File: config.mk
export PLATFORM = sky130hd
export DESIGN_NAME = arb_mod
export DESIGN_NICKNAME = d
export VERILOG_FILES = /design/src/arb_pkg.sv /design/src/arb_mod.sv
export SDC_FILE = /design/constraint.sdc
export NUM_CORES = 1
export LEC_CHECK = 0
export ABC_AREA = 1
export BUFFER_PORTS_ARGS = -buffer_cell sky130_fd_sc_hd__buf_4
export CELL_PAD_IN_SITES_DETAIL_PLACEMENT = 0
export CELL_PAD_IN_SITES_GLOBAL_PLACEMENT = 1
export CORE_ASPECT_RATIO = 1.5
export CORE_MARGIN = 3
export CORE_UTILIZATION = 44
export CTS_BUF_LIST = sky130_fd_sc_hd__clkbuf_8
export CTS_CLUSTER_DIAMETER = 30
export DETAILED_ROUTE_END_ITERATION = 8
export PLACE_DENSITY_LB_ADDON = 0.25
export RECOVER_POWER = 100
export SLEW_MARGIN = 5
export SYNTH_ARGS = -nofsm -noshare
export SYNTH_HDL_FRONTEND = slang
export SYNTH_SLANG_ARGS = --single-unit
File: constraint.sdc
create_clock -name clk -period 3.8 [get_ports clk]
set_input_delay 0.57 -clock clk [delete_from_list [all_inputs] [get_ports clk]]
set_output_delay 0.57 -clock clk [all_outputs]
set_load 0.01 [all_outputs]
File: src/arb_pkg.sv
// ----------------------------------------------------------------------------
// arb_pkg
// Shared types and constants for the audio ring buffer with offset read.
// ----------------------------------------------------------------------------
package arb_pkg;

  localparam int SAMPLE_W = 16;
  localparam int POS_W    = 32;
  localparam int COUNT_W  = 7;

  typedef enum logic {
    KIND_WRITE = 1'b0,
    KIND_READ  = 1'b1
  } arb_kind_t;

  typedef enum logic [1:0] {
    ST_IDLE,
    ST_MOD,
    ST_BURST
  } arb_state_t;

endpackage

File: src/arb_mod.sv
// ----------------------------------------------------------------------------
// arb_mod
// Pipelined reduction of (head + signed offset) modulo DEPTH.
// Each operand is reduced by a reciprocal multiply, a back-multiply and one
// compare/subtract step; the two remainders are then folded into the base.
// ----------------------------------------------------------------------------
module arb_mod #(
  parameter int DEPTH = 4096,
  parameter int AW    = 12
) (
  input  logic                      clk,
  input  logic                      rst,
  input  logic                      start,
  input  logic [arb_pkg::POS_W-1:0] head,
  input  logic [arb_pkg::POS_W-1:0] off,
  output logic                      done,
  output logic [AW-1:0]             base
);
  import arb_pkg::*;

  localparam logic [AW:0]      DEP_W  = (AW+1)'(DEPTH);
  localparam logic [AW+1:0]    DEP_1  = (AW+2)'(DEPTH);
  localparam logic [AW+1:0]    DEP_2  = (AW+2)'(2 * DEPTH);
  localparam logic [POS_W-1:0] DEP_P  = POS_W'(DEPTH);
  // floor((2^32 - 1) / DEPTH); the quotient estimate is low by at most two
  localparam logic [POS_W-1:0] RECIP  = POS_W'(64'hFFFF_FFFF / DEPTH);
  // 2^32 mod DEPTH, removed once when the offset is negative
  localparam longint unsigned C32_L = (64'd1 << 32) % DEPTH;
  localparam logic [AW:0] C32 = (AW+1)'(C32_L);

  logic [3:0]         vld;
  logic [POS_W-1:0]   h_op;
  logic [POS_W-1:0]   o_op;
  logic               neg;
  logic [POS_W-1:0]   h_q;
  logic [POS_W-1:0]   o_q;
  logic [AW+1:0]      h_d;
  logic [AW+1:0]      o_d;
  logic [AW-1:0]      rh;
  logic [AW-1:0]      ro;

  logic [2*POS_W-1:0] h_prod, o_prod;
  logic [POS_W-1:0]   h_diff, o_diff;
  logic [AW+1:0]      h_fix, o_fix;
  logic [AW:0]        sum, sum_red, fold;

  always_comb begin
    h_prod  = 64'(h_op) * 64'(RECIP);
    o_prod  = 64'(o_op) * 64'(RECIP);
    h_diff  = h_op - h_q * DEP_P;
    o_diff  = o_op - o_q * DEP_P;
    h_fix   = (h_d >= DEP_2) ? h_d - DEP_2 : ((h_d >= DEP_1) ? h_d - DEP_1 : h_d);
    o_fix   = (o_d >= DEP_2) ? o_d - DEP_2 : ((o_d >= DEP_1) ? o_d - DEP_1 : o_d);
    sum     = (AW+1)'(rh) + (AW+1)'(ro);
    sum_red = (sum >= DEP_W) ? sum - DEP_W : sum;
    if (!neg) begin
      fold = sum_red;
    end else if (sum_red >= C32) begin
      fold = sum_red - C32;
    end else begin
      fold = sum_red + DEP_W - C32;
    end
  end

  always_ff @(posedge clk) begin
    if (rst) begin
      vld  <= '0;
      done <= 1'b0;
    end else begin
      vld  <= {vld[2:0], start};
      done <= vld[3];
    end
  end

  always_ff @(posedge clk) begin
    if (start) begin
      h_op <= head;
      o_op <= off;
      neg  <= off[POS_W-1];
    end
    h_q <= h_prod[2*POS_W-1:POS_W];
    o_q <= o_prod[2*POS_W-1:POS_W];
    h_d <= h_diff[AW+1:0];
    o_d <= o_diff[AW+1:0];
    rh  <= h_fix[AW-1:0];
    ro  <= o_fix[AW-1:0];
    if (vld[3]) begin
      base <= fold[AW-1:0];
    end
  end

endmodule

# ---- After elaboration in Yosys (flattened, before gate mapping)
# Index checks and enable logic that the tools add are counted.
dict set report word_totals {
  regBits 138
  output_inout_bits 13
}
dict set report op_classes {
  mux 7
  mul 2
  order_cmp 6
  add_sub_neg 9
}
# operator count
set op_table {}
lappend op_table {{$mux 12} 6}
lappend op_table {{$mul 32x20->34 const B} 2}
lappend op_table {{$sub 12x1->12 const B} 4}
lappend op_table {{$ge 14x13->1 const B} 2}
lappend op_table {{$ge 14x14->1 const B} 2}
lappend op_table {{$sub 14x14->14} 2}
lappend op_table {{$add 12x12->13} 1}
lappend op_table {{$ge 13x1->1 const B} 1}
lappend op_table {{$ge 13x13->1 const B} 1}
lappend op_table {{$mux 13} 1}
lappend op_table {{$sub 13x13->13 const B} 1}
lappend op_table {{$add 12x1->12 const B} 1}

# ---- Longest topological paths before layout
dict set report depth {
  ltp_word 6
  ltp_mapped 9
  depth_no_buf 9
}

# ---- Worst setup path before layout
# No wires, ideal clock.
dict set report synth_path {
  kind {reg2reg}
  startpoint {register rh[0]}
  endpoint {register base[8], data pin}
  stages_incl_launch_ff 9
  setup_slack_ns 2.246
  arrival_time_ns 1.301
  required_ns 3.548
  n_path_buf 0
  cell_sequence {dfxtp_1 ha_1 fa_1 nand2_1 nand3_1 nand3_1 nand2_1 nand2_1 nand2_1}
}
dict set report synth_via {
  elab_chain_len 6
}
# element line_no
set synth_lines {}
lappend synth_lines {{from (decl)} arb_mod.sv:39} ;# logic [AW-1:0] rh;
lappend synth_lines {{from (signal assigned)} arb_mod.sv:85} ;# rh <= h_fix[AW-1:0];
lappend synth_lines {{$add 12x12->13 *} arb_mod.sv:54} ;# sum = (AW+1)'(rh) + (AW+1)'(ro);
lappend synth_lines {{$sub 13x13->13 / $ge 13x13->1 (equally long branches)} arb_mod.sv:55} ;# sum_red = (sum >= DEP_W) ? sum - DEP_W : sum;
lappend synth_lines {{$mux 13 *} arb_mod.sv:55}
lappend synth_lines {{$add 12x1->12 / $ge 13x1->1 (equally long branches)} {arb_mod.sv:61, arb_mod.sv:58}}
lappend synth_lines {{$mux 12} arb_mod.sv:58} ;# end else if (sum_red >= C32) begin
lappend synth_lines {{$mux 12 *} arb_mod.sv:56} ;# if (!neg) begin
lappend synth_lines {{net fold[8]} arb_mod.sv:45} ;# logic [AW:0] sum, sum_red, fold;
lappend synth_lines {{to (signal assigned)} arb_mod.sv:88} ;# base <= fold[AW-1:0];
lappend synth_lines {{to (decl)} arb_mod.sv:17} ;# output logic [AW-1:0] base
# Mark *: on every way through the listed nets, which the timed path passes. The rest lies on a longest branch.
# A chain may end at the register's enable or synchronous reset.

# ---- Final worst setup path
# Ends and elaborated chain as after synthesis.

==> results.md <==
- # Post-CTS Setup Buffers: 0
- Clock Skew: 6.91 ps
- Max_cap viols: 0
- DRC Markers: 0
- Post-synth EDFFs: 36
- Tmin final: 1700 ps
- Mapped Cells: 218
- Synthesized area: 2810 µm²
- Placed instance area: 3190 µm²
- Final setup viols: 0
- Die height: 104 µm
- Width of the die: 71.2 µm
- Worst path arrival time: 1810 ps
- RSZ-0062 raised after global routing: false
- Top post-synthesis cells by count: 53 x dfxtp_1, 50 x nand2_1, 36 x edfxtp_1, 26 x inv_1, 14 x nor2_1
- DR WL met3: 209 µm
- Max_slew headroom: 12.3%
- Fin nets: 347
- Simple-gate portion of the synthesized area: 11.8%
- Hold_buf cts: 0
- Initial Utilization: 45.5%
- CTS Buf Count: 9
- DP HPWL: 2.72 mm
- FFs w/ async S/R, synth: 0%
- Worst skew pair latency: 340 ps
- Met2 wire length: 1.95 mm
- Hold WC Path Type: reg -> reg
- Gpl congestion: 0.738
- DR vias/cell: 4.44
- Fill count: 593
- Crit path required time: 3910 ps
- Vias in the first global route: 1519
- # clock sinks: 89
- Fin crit share: 44.8%
- First-pass GRT wire length: 6.40 mm
- Worst reg2reg setup slack: 2100 ps
- CTS H-tree lvls: 3
- Cell variety after synth: 14
- Layout cells sized above 1: 14.7%
- Fmax: 587 MHz
- Syn Area/Cell: 12.9 µm²
- Yosys top cell by area: edfxtp_1
- CTS resizes: 0
- Area growth, synth to finish: 18.3%
- Pin count of the biggest net entering global routing: 26
- Die Area: 7400 µm²
- Share of the synthesized area in the top cell type: 38.5%
- Site Rows: 35
- Post-route ant nets: 0
- Xor and xnor area share after synthesis: 2.18%
- CP Capture Type: register
- Largest fanout on the critical path: 4
- Port bufs: 39
- Status: completed
- CTS tree: done
- Synth Register Bits: 89
- Overflow after GRT: 0
- Crit Path Class: reg -> reg
- Fin. Hold Viols: 0
- Syn_nets: 297
- Diodes inserted: 0
- Final Cell Area: 3320 µm²
- Routed len/inst: 10.8 µm
- Worst-path clk slew: 80 ps
- Yosys Warn Count: 0
- Register area share after synthesis: 76.3%
- VDD IR max: 294 µV
- GRT Resource Usage Total: 11.6%
- CTS Root Cell: clkbuf_8
- Power Dens Cells: 556 nW/µm²
- Core Box Area: 6170 µm²
- Post-Synth Adder-Cell Area: 5.61%
- Wire length on met1: 1.50 mm
- Synth Area in Compound Gates: 0.713%
- Synth Flop Type: dfxtp_1
- Tightest Pin Transition: 1320 ps
- Mux cell area share after synthesis: 0%
- IO Pins: 80
- Clock buffer depth: 2
- Routed Wire Length: 3.74 mm
- Initial antenna violation count: 0
- Pre-antenna DRT Iters: 4
- P_leak: 1.46 nW
- Routed via count: 1535
- Uppermost routed layer: met4
- Max Slew Vio Count: 0
- 1st-iter DRT viols: 55
- Most common cell in the netlist: dfxtp_1
- Setup TNS: 0 ps
- CP Launch Type: register
- Main combinational cell family by area after synthesis: simple AND/OR/NAND/NOR gates
- Main area contributors after synthesis: edfxtp_1 38%, dfxtp_1 38%, nand2_1 6.7%
[area by class of cell]
type / instances / area (µm²) / share of cell area (%)
clock inverters: 6 / 61.3 / 1.85
repair buffers: 39 / 240 / 7.23
multi-input cells: 103 / 564 / 17.0
inverters: 26 / 97.6 / 2.94
clock buffers: 9 / 124 / 3.73
flip-flops and latches: 89 / 2140 / 64.5
well taps: 74 / 92.6 / 2.79
[power by group]
| part | switching [mW] | total [mW] | internal [mW] |
|---|---|---|---|
| clock network | 0.297 | 0.595 | 0.298 |
| registers | 0.0162 | 1.09 | 1.07 |
| logic | 0.0967 | 0.167 | 0.0703 |
[registers in the layout, indices dropped and copies added (netlist names)]
register / count
o_d: 12
h_d: 12
o_op: 12
base: 12
done: 1
vld: 4
rh: 12
ro: 12
h_op: 12
[per-stage QoR]
step / setup slack, ps / util [%] / hold slack (ps) / power, mW / cells
6_report: 2100 / 53.8 / 325 / 1.85 / 346
2_1_floorplan: 2250 / - / 310 / 1.22 / 218
3_5_place_dp: 2060 / 51.7 / 312 / 1.28 / 331
4_1_cts: 2050 / 54.7 / 329 / 1.89 / 346
5_1_grt: 1890 / 53.8 / 332 / 1.96 / 346
3_3_place_gp: 2050 / 51.7 / 310 / 1.28 / 331
[worst paths after layout]
path / startpoint / end / cells past startpoint
max reg2reg: rh[0] / base[8] / 8
min reg2reg: h_d[10] / rh[10] / 0
max: rh[0] / base[8] / 8
min: h_d[10] / rh[10] / 0
[worst max-delay path, cell delays in order (launching register included)]
cell and delay (ps):
dfxtp_1 300, ha_1 250, fa_1 460, nand2_1 100
nand3_1 80, nand3_1 120, nand2_1 70, nand2_1 60
nand2_1 40
[cells in the final DEF (no fill, tap or decap), types with 6 or more instances in the layout]
cell | netlist | layout
nand3_1 | 11 | 12
dfxtp_1 | 53 | 53
clkbuf_4 | 0 | 24
nand2_1 | 50 | 50
ha_1 | 11 | 11
clkbuf_8 | 0 | 9
edfxtp_1 | 36 | 36
inv_1 | 26 | 27
nor2_1 | 14 | 14
xor2_1 | 6 | 6
clkbuf_1 | 0 | 14
[layer usage]
layer | up-vias | GRT usage (%)
met5 | - | 0
met4 | 0 | 6.05
met3 | 5 | 5.51
met2 | 35 | 19.3
met1 | 692 | 11.9
li1 | 803 | -
[cells by family after synthesis]
| kind of cell | Yosys count |
|---|---|
| flops | 89 |
| fa+ha+maj | 12 |
| compound gates | 4 |
| buf+inv | 26 |
| simple gates | 80 |
| xor+xnor | 7 |
(Power assumes the default switching activity.)
